--- config.mk ---
export PLATFORM = sky130hd
export DESIGN_NAME = fpa_back
export DESIGN_NICKNAME = d
export VERILOG_FILES = /design/src/rtl/fpa_pkg.sv /design/src/rtl/fpa_back.sv
export VERILOG_INCLUDE_DIRS = /design/src /design/src/rtl
export SDC_FILE = /design/constraint.sdc
export NUM_CORES = 1
export LEC_CHECK = 0
export CAP_MARGIN = 20
export CORE_AREA = 3 3 120 122
export CTS_BUF_LIST = sky130_fd_sc_hd__clkbuf_4 sky130_fd_sc_hd__clkbuf_8
export DETAILED_ROUTE_END_ITERATION = 12
export DIE_AREA = 0 0 123 125
export DONT_BUFFER_PORTS = 1
export GPL_TIMING_DRIVEN = 0
export PLACE_DENSITY = 0.76
export SYNTH_ARGS = -nofsm -noshare
export SYNTH_HDL_FRONTEND = slang
export SYNTH_SLANG_ARGS = --single-unit
--- constraint.sdc ---
create_clock -name clk -period 6.5 [get_ports clk]
set_input_delay 1.3 -clock clk [delete_from_list [all_inputs] [get_ports clk]]
set_output_delay 1.3 -clock clk [all_outputs]
set_load 0.02 [all_outputs]
--- src/rtl/fixed_point_alu_unit_macros.svh ---
// ----------------------------------------------------------------------------
// Assertion macros for the fixed-point ALU unit.
// Shared property shapes so every asserting file writes its checks the same way.
// ----------------------------------------------------------------------------
`ifndef FIXED_POINT_ALU_UNIT_MACROS_SVH
`define FIXED_POINT_ALU_UNIT_MACROS_SVH

// The consequent must hold in the same cycle as the antecedent.
`define FPA_ASSERT_IMP(label, clk, rst_n, ante, cons, msg) \
	label: assert property (@(posedge clk) disable iff (!rst_n) (ante) |-> (cons)) \
		else $error(msg);

// The consequent must hold in the cycle after the antecedent.
`define FPA_ASSERT_NEXT(label, clk, rst_n, ante, cons, msg) \
	label: assert property (@(posedge clk) disable iff (!rst_n) (ante) |=> (cons)) \
		else $error(msg);

`endif

--- src/rtl/fpa_pkg.sv ---
// ----------------------------------------------------------------------------
// Fixed-point ALU package
// Transaction types, opcodes and saturation limits shared by the ALU modules.
// ----------------------------------------------------------------------------
package fpa_pkg;

	typedef enum logic [2:0] {
		OP_ADD = 3'd0,
		OP_SUB = 3'd1,
		OP_MUL = 3'd2,
		OP_DIV = 3'd3,
		OP_INC = 3'd4,
		OP_DEC = 3'd5,
		OP_MIN = 3'd6,
		OP_MAX = 3'd7
	} fpa_op_t;

	localparam logic signed [31:0] RAW_MAX = 32'sh7FFF_FFFF;
	localparam logic signed [31:0] RAW_MIN = 32'sh8000_0000;

	typedef struct packed {
		fpa_op_t            opcode;
		logic signed [31:0] operand_a;
		logic signed [31:0] operand_b;
	} fpa_in_t;

	typedef struct packed {
		logic signed [31:0] result_raw;
		logic               a_less;
		logic               a_greater;
		logic               a_equal;
		logic signed [23:0] a_integer_part;
		logic               overflow;
		logic               divide_by_zero;
	} fpa_out_t;

	// Contents of one divider cell. nq holds the numerator bits still to be
	// consumed at the top and the quotient bits produced so far at the bottom.
	typedef struct packed {
		logic        valid;
		logic        div_go;
		logic        neg;
		logic [31:0] rem;
		logic [31:0] dvsr;
		logic [31:0] nq;
		fpa_out_t    info;
	} fpa_cell_t;

endpackage

--- src/rtl/fpa_back.sv ---
// ----------------------------------------------------------------------------
// Fixed-point ALU back end
// Division rounding and saturation, then the result register with a skid entry.
// ----------------------------------------------------------------------------
`include "fixed_point_alu_unit_macros.svh"

module fpa_back (
	input  logic               clk,
	input  logic               arst_n,
	input  fpa_pkg::fpa_cell_t last,
	output logic               adv,
	output logic               rsp_valid,
	input  logic               rsp_stall,
	output fpa_pkg::fpa_out_t  rsp
);
	import fpa_pkg::*;

	logic        rsp_valid_q;
	fpa_out_t    rsp_q;
	logic        skid_valid_q;
	fpa_out_t    skid_q;
	fpa_out_t    fin;
	logic [32:0] qr;
	logic        rnd;
	logic        ready_out;

	// Round half away from zero on the magnitude, then apply the sign and clamp.
	always_comb begin
		rnd = {last.rem, 1'b0} >= {1'b0, last.dvsr};
		qr = {1'b0, last.nq} + {32'd0, rnd};
		fin = last.info;
		if (last.div_go) begin
			if (last.neg) begin
				if (qr > 33'h0_8000_0000) begin
					fin.overflow = 1'b1;
					fin.result_raw = RAW_MIN;
				end else begin
					fin.result_raw = -qr[31:0];
				end
			end else if (qr > 33'h0_7FFF_FFFF) begin
				fin.overflow = 1'b1;
				fin.result_raw = RAW_MAX;
			end else begin
				fin.result_raw = qr[31:0];
			end
		end
	end

	assign ready_out = !rsp_valid_q || !rsp_stall;
	assign adv = !skid_valid_q;

	always_ff @(posedge clk or negedge arst_n) begin
		if (!arst_n) begin
			rsp_valid_q <= 1'b0;
			skid_valid_q <= 1'b0;
		end else if (ready_out) begin
			if (skid_valid_q) begin
				rsp_valid_q <= 1'b1;
				rsp_q <= skid_q;
				skid_valid_q <= 1'b0;
			end else begin
				rsp_valid_q <= last.valid;
				rsp_q <= fin;
			end
		end else if (last.valid && !skid_valid_q) begin
			skid_valid_q <= 1'b1;
			skid_q <= fin;
		end
	end

	assign rsp_valid = rsp_valid_q;
	assign rsp = rsp_q;

	`FPA_ASSERT_IMP(a_skid_behind_out, clk, arst_n, skid_valid_q, rsp_valid_q, "skid holds data with empty output register")
	`FPA_ASSERT_NEXT(a_skid_drains, clk, arst_n, skid_valid_q && !rsp_stall, !skid_valid_q, "skid entry did not drain")

endmodule

==> summary.txt <==
Drt
  – DRC: 0
  – Via count: 6301
  – Detailed-route wire length per cell: 22.40 µm
  – Vias per cell: 6.509
  – DR iter-0 viols: 508
  – 1st-pass router iterations: 6
  – Final Routed Wirelength: 21690 µm
  – Antenna-violating nets left: 0

Synth
  – Yosys reg bits: 124
  – Post-synth top cells: edfxtp_1 (122), nor2_1 (58), mux2_2 (52)
  – Post-Syn Nets: 950
  – Sequential area share after synthesis: 46.22%
  – Post-Syn Area: 0.008035 mm²
  – Yosys warns: 0
  – Post-synth EDFFs: 122
  – Avg Inst Size Synth: 10.70 µm²
  – Most common cell in the netlist: edfxtp_1
  – Most used flip-flop cell after synthesis: edfxtp_1
  – Top cells by area, synth: edfxtp_1 (46%), mux2_2 (7.3%), ha_1 (5.6%)
  – Yosys top cell by area: edfxtp_1
  – Area share of the largest cell type after synthesis: 45.59%
  – Netlist cell types: 75
  – Asr flop ratio synth: 1.613%
  – Mapped Cells: 751

Placed design
  – Port-buffer cells: 0
  – Global placement routability congestion: 0.9625
  – Post-DP HPWL: 17190 µm

Outcome
  – Status: completed

Timing
  – Setup violations, final: 0
  – Worst Max-Slew Pin Slew: 886.1 ps
  – Unrepaired setup endpoints after global routing: no
  – Final hold vios: 0
  – Final period util: 94.62%
  – Peak Freq: 0.1626 GHz
  – Slew headroom: 40.92%
  – Tmin final: 6150 ps
  – Clock Skew: 8.678 ps
  – WHS: 527.0 ps
  – Slew Viols, Final: 0

Floorplan
  – Die height: 125 µm
  – Core Rows: 42
  – Die ar.: 0.01538 mm²
  – Die Wd: 123 µm
  – Core area: 0.01330 mm²
  – Initial Util: 60.44%
  – # IOs: 226

Layout
  – Fillers: 986
  – Post-layout util: 66.32%
  – Synth-to-Final Area Change: 9.732%
  – Multi-input logic area: 0.004033 mm²
  – FF+latch area: 0.003714 mm²
  – Fin nets: 978
  – Layout cell share with drive strength beyond 1: 18.69%
  – Number of antenna repair diodes: 0

Setup path
  – Worst path required time: 6670 ps
  – Worst setup path endpoint: rsp[39]
  – Worst R2R Path Depth: 6
  – Critical Setup Path Class: in2reg
  – FF-to-FF End: skid_q[44]
  – Reg2reg setup slack: 3830 ps
  – Buf/Inv on CP: 4
  – Slowest cell on crit path: ha_1
  – Number of stages on the worst setup path: 27
  – Arr. time, crit path: 6320 ps
  – CP Launch Type: input port
  – RR Startpoint: skid_valid_q
  – Critical Path Source: last[111]
  – Family with the most delay on the worst path: compound AO/OA/AOI/OAI gates
  – CP Capture Type: register
  – Critical Path Fanout Max: 10
  – Max incr delay on CP: 370 ps

Global route
  – Largest net degree at the start of global routing: 37
  – First-pass GRT wire length: 33150 µm
  – Number of global-route vias before repair: 6221
  – Global Route Usage Sum: 27.47%
  – Grt ovf: 0
  – Initial antenna violation count: 0

Flow run
  – Max Cap Viol: 0

Clock network
  – Clock latency on the worst-skew pair: 430 ps
  – Worst-case clock buffer depth: 2
  – Clk sinks: 124
  – CTS buffer count: 17
  – CTS root buf: clkbuf_8
  – CTS tree: built
  – H-tree depth: 4
  – Worst-path clk slew: 70 ps

Pwr
  – Overall power: 1.942 mW
  – Net Sw Power: 0.5043 mW
  – Logic pwr share: 15.0%
  – Int Pwr: 1.438 mW
  – PwrDens: 220.3 mW/mm²
  – Share of total power in the clock network: 34.3%
  – Leakage power: 3.103 nW
  – Register share of total power: 50.7%
  – Sw Share: 25.96%
  – Peak VDD IR: 0.1084 mV

Min path
  – Hold path startpoint: skid_q[43]
  – Hold Crit Class: reg2reg
[per-stage QoR]
| stage | TNS [ps] | setup slack (ps) | instances | instance area, µm² |
|---|---|---|---|---|
| after global placement | -103460 | -1311 | 927 | 8255 |
| after detailed placement | -21900 | -594.1 | 933 | 8349 |
| after CTS | 0 | 91.92 | 965 | 8755 |
| final | 0 | 349.7 | 968 | 8817 |
| after global routing | 0 | 27.19 | 968 | 8817 |
| after floorplan | 0 | 253.2 | 751 | 8035 |
[worst min-delay path by stage]
stage          endpoint  cells past startpoint
3_3_place_gp    rsp[43]                      2
6_report        rsp[43]                      2
5_1_grt         rsp[43]                      2
4_1_cts         rsp[43]                      2
3_5_place_dp    rsp[43]                      2
2_1_floorplan   rsp[43]                      2
[tightest hold or removal path: stages (launching register included)]
cell and delay [ps]:
edfxtp_1 320, nand2_1 50, o31ai_1 50
[kinds of logic after synthesis]
| group | Yosys count | synth area share (%) |
|---|---|---|
| buffers and inverters | 79 | 4.251 |
| flip-flops | 124 | 46.22 |
| multiplexers | 55 | 7.677 |
| AND/OR/NAND/NOR | 286 | 20.21 |
| XOR/XNOR | 32 | 3.488 |
| adder cells (fa/ha/maj) | 36 | 5.606 |
| AO/OA/AOI/OAI | 139 | 12.55 |
[what timing repair did]
action                     4_1_cts  5_1_grt
pin swaps                        0        2
setup endpoints to repair       20       59
buffers inserted                 0        3
gates resized for setup          1        6
hold buffers                     0        0
[metal layers]
layer / global-route usage [%] / share of wire (%) / up-vias
met5: 0 / 0 / -
met4: 9.446 / 2.8 / 0
met3: 7.633 / 9.7 / 52
met2: 45.35 / 48 / 372
met1: 34.73 / 39 / 2940
li1: - / - / 2937
[state kept, by name, summed over array words and instances, names as in the netlist]
signal        count
rsp              61
skid_valid_q      1
skid_q           61
rsp_valid         1
[layout by cell type (no fill, tap or decap), types with 6 or more instances in the layout]
cell type and instances:
xnor2_1 19, nand3_1 33, nand2_1 48, nand4_1 23
clkbuf_8 17, a31oi_1 13, clkbuf_1 24, nand2b_1 7
o21ai_0 19, a211oi_1 10, and4_1 7, buf_2 12
nor3_1 20, a21o_1 8, mux2_2 52, nor2_1 58
edfxtp_1 122, nor4_1 11, or3_1 7, and3_1 16
a21oi_1 28, ha_1 36, o31a_1 6, nor2b_1 8
o32a_1 13, buf_6 8, xor2_1 13, inv_1 39
[power groups by stage]
stage	logic (mW)	registers, mW	clock network [mW]
after CTS	0.287	0.986	0.671
after detailed placement	0.283	1.00	0
after floorplan	0.212	0.998	0
after global placement	0.266	1.00	0
final	0.291	0.985	0.666
after global routing	0.319	0.989	0.714
[area by class of cell]
type                       count  area share, %
sequential                   124          42.12
timing repair buffer           9          1.249
clock buffer                  19          2.824
multi-input combinational    548          45.74
clock inverter                13          1.703
buffer                        40          2.214
tap                          176          2.498
inverter                      39          1.660
(Power assumes the default switching activity.)
