## src/rtl/fixed_point_alu_unit_macros.svh

```systemverilog
// ----------------------------------------------------------------------------
// Assertion macros for the fixed-point ALU unit.
// Shared property shapes so every asserting file writes its checks the same way.
// ----------------------------------------------------------------------------
`ifndef FIXED_POINT_ALU_UNIT_MACROS_SVH
`define FIXED_POINT_ALU_UNIT_MACROS_SVH

// The consequent must hold in the same cycle as the antecedent.
`define FPA_ASSERT_IMP(label, clk, rst_n, ante, cons, msg) \
	label: assert property (@(posedge clk) disable iff (!rst_n) (ante) |-> (cons)) \
		else $error(msg);

// The consequent must hold in the cycle after the antecedent.
`define FPA_ASSERT_NEXT(label, clk, rst_n, ante, cons, msg) \
	label: assert property (@(posedge clk) disable iff (!rst_n) (ante) |=> (cons)) \
		else $error(msg);

`endif

```

## src/rtl/fpa_pkg.sv

```systemverilog
// ----------------------------------------------------------------------------
// Fixed-point ALU package
// Transaction types, opcodes and saturation limits shared by the ALU modules.
// ----------------------------------------------------------------------------
package fpa_pkg;

	typedef enum logic [2:0] {
		OP_ADD = 3'd0,
		OP_SUB = 3'd1,
		OP_MUL = 3'd2,
		OP_DIV = 3'd3,
		OP_INC = 3'd4,
		OP_DEC = 3'd5,
		OP_MIN = 3'd6,
		OP_MAX = 3'd7
	} fpa_op_t;

	localparam logic signed [31:0] RAW_MAX = 32'sh7FFF_FFFF;
	localparam logic signed [31:0] RAW_MIN = 32'sh8000_0000;

	typedef struct packed {
		fpa_op_t            opcode;
		logic signed [31:0] operand_a;
		logic signed [31:0] operand_b;
	} fpa_in_t;

	typedef struct packed {
		logic signed [31:0] result_raw;
		logic               a_less;
		logic               a_greater;
		logic               a_equal;
		logic signed [23:0] a_integer_part;
		logic               overflow;
		logic               divide_by_zero;
	} fpa_out_t;

	// Contents of one divider cell. nq holds the numerator bits still to be
	// consumed at the top and the quotient bits produced so far at the bottom.
	typedef struct packed {
		logic        valid;
		logic        div_go;
		logic        neg;
		logic [31:0] rem;
		logic [31:0] dvsr;
		logic [31:0] nq;
		fpa_out_t    info;
	} fpa_cell_t;

endpackage

```

## src/rtl/fpa_front.sv

```systemverilog
// ----------------------------------------------------------------------------
// Fixed-point ALU front end
// Two stages: operand magnitudes and flags, then multiply, add and divide setup.
// ----------------------------------------------------------------------------
module fpa_front #(
	parameter int FRACTION_BITS = 8
) (
	input  logic              clk,
	input  logic              arst_n,
	input  logic              adv,
	input  logic              req_valid,
	input  fpa_pkg::fpa_in_t  req,
	output fpa_pkg::fpa_cell_t entry
);
	import fpa_pkg::*;

	localparam int NW = 32 + FRACTION_BITS;

	logic               v_s1;
	fpa_op_t            op_s1;
	logic signed [31:0] a_s1;
	logic signed [31:0] b_s1;
	logic [31:0]        maga_s1;
	logic [31:0]        magb_s1;
	fpa_out_t           info_s1;

	logic               v_s2;
	logic               mul_s2;
	logic               neg_s2;
	logic               div_go_s2;
	logic [63:0]        prod_s2;
	logic [31:0]        rem_s2;
	logic [31:0]        nq_s2;
	logic [31:0]        dvsr_s2;
	fpa_out_t           info_s2;

	logic signed [31:0] shr;
	fpa_out_t           info_n;
	logic               neg_n;
	logic               div_go_n;
	logic signed [32:0] addend;
	logic signed [32:0] sum;
	logic [NW-1:0]      num;
	logic [31:0]        nhi;
	logic [63:0]        pq;

	// First stage: compare flags and integer part come straight from the operands.
	assign shr = $signed(req.operand_a) >>> FRACTION_BITS;

	always_ff @(posedge clk or negedge arst_n) begin
		if (!arst_n) begin
			v_s1 <= 1'b0;
		end else if (adv) begin
			v_s1 <= req_valid;
			op_s1 <= req.opcode;
			a_s1 <= req.operand_a;
			b_s1 <= req.operand_b;
			maga_s1 <= req.operand_a[31] ? 32'(-req.operand_a) : req.operand_a;
			magb_s1 <= req.operand_b[31] ? 32'(-req.operand_b) : req.operand_b;
			info_s1.result_raw <= '0;
			info_s1.a_less <= $signed(req.operand_a) < $signed(req.operand_b);
			info_s1.a_greater <= $signed(req.operand_a) > $signed(req.operand_b);
			info_s1.a_equal <= req.operand_a == req.operand_b;
			info_s1.a_integer_part <= shr[23:0];
			info_s1.overflow <= 1'b0;
			info_s1.divide_by_zero <= 1'b0;
		end
	end

	// Second stage: everything except the multiply rounding and the division.
	always_comb begin
		info_n = info_s1;
		neg_n = a_s1[31] ^ b_s1[31];
		div_go_n = 1'b0;
		num = {maga_s1, {FRACTION_BITS{1'b0}}};
		nhi = 32'(num >> 32);
		if (op_s1 == OP_ADD || op_s1 == OP_SUB) begin
			addend = {b_s1[31], b_s1};
		end else begin
			addend = 33'sd1;
		end
		if (op_s1 == OP_SUB || op_s1 == OP_DEC) begin
			sum = {a_s1[31], a_s1} - addend;
		end else begin
			sum = {a_s1[31], a_s1} + addend;
		end
		case (op_s1)
			OP_ADD, OP_SUB, OP_INC, OP_DEC: begin
				if (sum[32] != sum[31]) begin
					info_n.overflow = 1'b1;
					info_n.result_raw = sum[32] ? RAW_MIN : RAW_MAX;
				end else begin
					info_n.result_raw = sum[31:0];
				end
			end
			OP_DIV: begin
				if (magb_s1 == 32'd0) begin
					info_n.divide_by_zero = 1'b1;
					info_n.result_raw = a_s1[31] ? RAW_MIN : RAW_MAX;
				end else if (nhi >= magb_s1) begin
					// Quotient reaches 2^32: saturated before any division step.
					info_n.overflow = 1'b1;
					info_n.result_raw = neg_n ? RAW_MIN : RAW_MAX;
				end else begin
					div_go_n = 1'b1;
				end
			end
			OP_MIN: info_n.result_raw = info_s1.a_less ? a_s1 : b_s1;
			OP_MAX: info_n.result_raw = info_s1.a_greater ? a_s1 : b_s1;
			default: info_n.result_raw = '0;
		endcase
	end

	always_ff @(posedge clk or negedge arst_n) begin
		if (!arst_n) begin
			v_s2 <= 1'b0;
		end else if (adv) begin
			v_s2 <= v_s1;
			mul_s2 <= op_s1 == OP_MUL;
			neg_s2 <= neg_n;
			div_go_s2 <= div_go_n;
			prod_s2 <= maga_s1 * magb_s1;
			rem_s2 <= nhi;
			nq_s2 <= num[31:0];
			dvsr_s2 <= magb_s1;
			info_s2 <= info_n;
		end
	end

	// Multiply rounding and saturation feed the first divider cell.
	always_comb begin
		pq = (prod_s2 + (64'd1 << (FRACTION_BITS - 1))) >> FRACTION_BITS;
		entry.valid = v_s2;
		entry.div_go = div_go_s2;
		entry.neg = neg_s2;
		entry.rem = rem_s2;
		entry.dvsr = dvsr_s2;
		entry.nq = nq_s2;
		entry.info = info_s2;
		if (mul_s2) begin
			if (neg_s2) begin
				if (pq > 64'h8000_0000) begin
					entry.info.overflow = 1'b1;
					entry.info.result_raw = RAW_MIN;
				end else begin
					entry.info.result_raw = -pq[31:0];
				end
			end else if (pq > 64'h7FFF_FFFF) begin
				entry.info.overflow = 1'b1;
				entry.info.result_raw = RAW_MAX;
			end else begin
				entry.info.result_raw = pq[31:0];
			end
		end
	end

endmodule

```

## config.mk

```make
export PLATFORM = sky130hd
export DESIGN_NAME = fpa_front
export DESIGN_NICKNAME = d
export VERILOG_FILES = /design/src/rtl/fixed_point_alu_unit_macros.svh /design/src/rtl/fpa_pkg.sv /design/src/rtl/fpa_front.sv
export SDC_FILE = /design/constraint.sdc
export NUM_CORES = 2
export LEC_CHECK = 0
export CORE_ASPECT_RATIO = 0.75
export CORE_MARGIN = 10
export CORE_UTILIZATION = 60
export DETAILED_ROUTE_END_ITERATION = 10
export DONT_BUFFER_PORTS = 1
export PLACE_DENSITY = 0.76
export SYNTH_ARGS = -nofsm -noshare
export SYNTH_HDL_FRONTEND = slang
export SYNTH_SLANG_ARGS = --single-unit
```

## constraint.sdc

```tcl
create_clock -name clk -period 15.4 [get_ports clk]
set_clock_uncertainty 0.15 [all_clocks]
set_input_delay 3.08 -clock clk [delete_from_list [all_inputs] [get_ports clk]]
set_output_delay 3.08 -clock clk [all_outputs]
set_load 0.005 [all_outputs]
```

==> flow_metrics.py <==
metrics = {
    "outcome": {
        "run_status": "finished clean",
    },
    "final_layout": {
        "fillerInstances": 7114,
        "flow.area_growth_from_synthesis_pct": 3.61,
        "final_layout_size_suffix_gt1_share_pct": 3.69,
        "regArea_um2": 9570,
        "multi_input_comb_area_um2": 36900,
        "num-nets-final": 6520,
    },
    "sta": {
        "maxSlewHeadroom_pct": 23.7,
        "fmaxAchievable_mhz": 103,
        "finalWorstPathRequiredPeriod_ns": 9.71,
        "finalHoldViolCount": 0,
        "grt_setup_unrepaired": "no",
        "final_setup_fails": 0,
        "setup-tns-final_ns": 0,
        "report.final.slew_viol_count": 0,
        "tightest_slew_ns": 1.13,
        "post-route-period-util_pct": 63.1,
    },
    "route": {
        "highest_signal_layer": "met5",
        "detail_route.wl_per_cell_um": 25.6,
        "firstDrtPassIters": 7,
        "detail_route.wirelength.met1_mm": 63.8,
        "number_of_design_rule_violations_left_by_the_first_detailed_router_iteration": 5324,
        "detail_route.drc_violations": 0,
        "routed_via_density": 6.12,
        "met2WireLength_mm": 66.3,
        "num_vias": 39000,
        "drt-total-wl_mm": 163,
        "postRouteAntennaNets": 0,
        "wl_met3_mm": 28.1,
    },
    "setup_path": {
        "worst_path_slowest_cell": "edfxtp_1",
        "setup.worst_path.end_class": "flop",
        "cp_data_required_time_ns": 15.56,
        "worst_path_maximum_fanout": 22,
        "r2r-start": "magb_s1[12]",
        "kind_of_cell_with_the_highest_combined_delay_on_the_critical_path": "adder cells",
        "critPathBufInv": 5,
        "critical_path.reg2reg.endpoint": "prod_s2[62]",
        "arrival_ns": 9.87,
        "worstSetupPathType": "reg2reg",
        "rrSetupSlack_ns": 5.69,
        "cp_common_cell": "fa_1",
        "critical-path-max-stage-delay_ns": 0.79,
        "rr_worst_depth": 26,
        "crit_path_start_kind": "flop",
    },
    "synthesis": {
        "synth-seq-cells": 319,
        "yosysTopAreaCellShare_pct": 34.7,
        "synth_cell_types": 94,
        "synth_top_family_by_area": "adder cells",
        "share_of_cell_area_taken_by_muxes_after_synthesis_pct": 0.455,
        "syn_area_per_cell_um2": 9.58,
        "post_synth_instance_area_um2": 51700,
        "synthXorXnorAreaFrac_pct": 3.46,
        "post_synth_and_or_nand_nor_area_fraction_pct": 17.2,
        "synth_async_sr_flop_share_pct": 0.627,
        "synth.top_cells.by_area": "fa_1 35%, edfxtp_1 18%, ha_1 8.4%",
        "seq_total_area_yosys_pct": 18.5,
        "post-synth-top-count-cell": "inv_1",
        "synthAdderAreaFrac_pct": 43.1,
        "ys_dominant_reg_cell": "edfxtp_1",
        "postSynthCellCount": 5399,
        "synth_compound_area_share_pct": 6.83,
        "netlist.top_cell.by_area": "fa_1",
        "warnings_synthesis": 0,
        "synth_enable_flop_cells": 317,
        "synth_common_cells": "1019 x inv_1, 896 x fa_1, 587 x and2_1, 566 x nand2_1, 346 x ha_1",
    },
    "clocking": {
        "cts_max_path_buffers": 3,
        "postCtsSetupRepairBufs": 0,
        "clock_tree_from_tritoncts": "done",
        "cts_repair_resize_count": 0,
        "clock_latency_reported_for_the_late_side_of_the_worst_skew_pair_ns": 0.58,
        "htree_num_levels": 2,
        "cts_sinks": 319,
        "cts-hold-fix-buffers": 0,
        "clk_pin_slew_ns": 0.07,
        "clock-root-buffer": "clkbuf_16",
        "num_cts_buffers": 36,
    },
    "flow_run": {
        "maxCapViolations": 0,
    },
    "place": {
        "io_buffer_count": 0,
        "dp.final_hpwl_mm": 121,
        "globalplace.congestion": 0.985,
    },
    "global_route": {
        "grt_first_pass_wirelength_mm": 248,
        "first_global_vias": 39100,
        "maximum_number_of_pins_on_one_net_before_global_route_repair": 151,
        "gr-usage-all-layers_pct": 33.2,
        "antenna_found_initial": 11,
        "total_overflow_reported_by_the_global_router": 0,
    },
    "die": {
        "die_height_um": 274,
        "die_w_um": 359,
        "std_cell_rows": 93,
        "boundaryPins": 231,
        "die_area_um2": 98400,
        "initial_core_util_pct": 60.4,
        "core_um2": 85600,
    },
    "min_path": {
        "hold-path-cell-count": 0,
        "worst_hold_path.endpoint": "entry[26]",
        "holdCritPathClass": "reg2reg",
        "hold_path.startpoint": "info_n[26]",
    },
}
-- stage by stage --
| stage | instances | utilization, % | setup slack, ns | cell area, µm² | hold slack, ns |
|---|---|---|---|---|---|
| floorplan | 5430 | - | 4.31 | 51800 | 0.250 |
| global placement | 6309 | 61.1 | 6.09 | 52300 | 0.256 |
| detailed placement | 6309 | 61.1 | 5.98 | 52300 | 0.255 |
| CTS | 6373 | 62.5 | 5.90 | 53600 | 0.278 |
| global route | 6374 | 62.5 | 5.33 | 53600 | 0.308 |
| finish | 6376 | 62.6 | 5.69 | 53600 | 0.279 |
-- logic make-up after synthesis --
kind of cell	after synthesis
simple gates	1705
buf+inv	1360
fa+ha+maj	1242
compound gates	545
flops	319
xor+xnor	204
mux	23
other cells	1
-- worst reg2reg max path, delay by kind of cell, from the launching register on --
kind,cells,cell delay (ns)
xor gates and xnor gates,1,0.15
buffers and inverters,5,0.64
DFF,1,0.79
and+or+nand+nor,5,1.57
adders and majority gates,9,4.42
AOI/OAI and AO/OA,6,1.68
-- worst max-delay path by stage --
stage | from | cells after the start | endpoint | slack, ns
finish | magb_s1[12] | 26 | prod_s2[62] | 5.69
global route | maga_s1[11] | 26 | prod_s2[62] | 5.33
CTS | maga_s1[13] | 26 | prod_s2[62] | 5.90
detailed placement | maga_s1[13] | 26 | prod_s2[62] | 5.98
global placement | maga_s1[13] | 26 | prod_s2[62] | 6.09
floorplan | adv | 1 | a_s1[0] | 4.31
-- cell type report --
class                      count  area share, %
clock buffer                  38           1.70
antenna                        3         0.0140
timing repair buffer          79           1.13
inverter                    1020           7.15
clock inverter                26          0.680
tap                         1140           2.66
sequential                   319           17.9
multi-input combinational   3751           68.8
-- metal layers --
metal  vias up  global-route usage (%)
li1      16400                       -
met2      2916                    46.4
met3       384                    14.0
met1     19300                    47.1
met5         -                    1.42
met4        14                    8.39
-- cell usage in the layout (no fill, tap or decap), types with 14 or more instances in the layout --
| cell type | instances |
|---|---|
| nor2b_1 | 24 |
| nand4_1 | 47 |
| and2_1 | 586 |
| buf_4 | 78 |
| a21oi_1 | 132 |
| mux2i_1 | 18 |
| nor3_1 | 49 |
| nand2_1 | 566 |
| o22ai_1 | 16 |
| fa_1 | 896 |
| o21ai_0 | 118 |
| ha_1 | 346 |
| clkbuf_16 | 36 |
| nor2_1 | 179 |
| nand2b_1 | 25 |
| nand3_1 | 71 |
| a31oi_1 | 25 |
| and3_1 | 27 |
| a221oi_1 | 34 |
| or3_1 | 19 |
| xor2_1 | 56 |
| o21a_1 | 23 |
| nor4_1 | 27 |
| o31ai_1 | 20 |
| o21ai_1 | 18 |
| inv_1 | 1019 |
| conb_1 | 32 |
| edfxtp_1 | 317 |
| a21o_1 | 43 |
| o211ai_1 | 14 |
| xnor2_1 | 147 |
-- sequential cells by signal, indices dropped and copies added, names as in the netlist, 3 cells and up --
| register | count |
|---|---|
| prod_s2 | 57 |
| info_s2 | 33 |
| a_s1 | 32 |
| b_s1 | 32 |
| dvsr_s2 | 32 |
| maga_s1 | 31 |
| magb_s1 | 31 |
| entry | 28 |
| nq_s2 | 24 |
| rem_s2 | 8 |
| info_n | 3 |
| op_s1 | 3 |
Power is left out: the tool's default activity adds up to more than one toggle a clock period on the data nets, which glitch-free logic cannot reach.
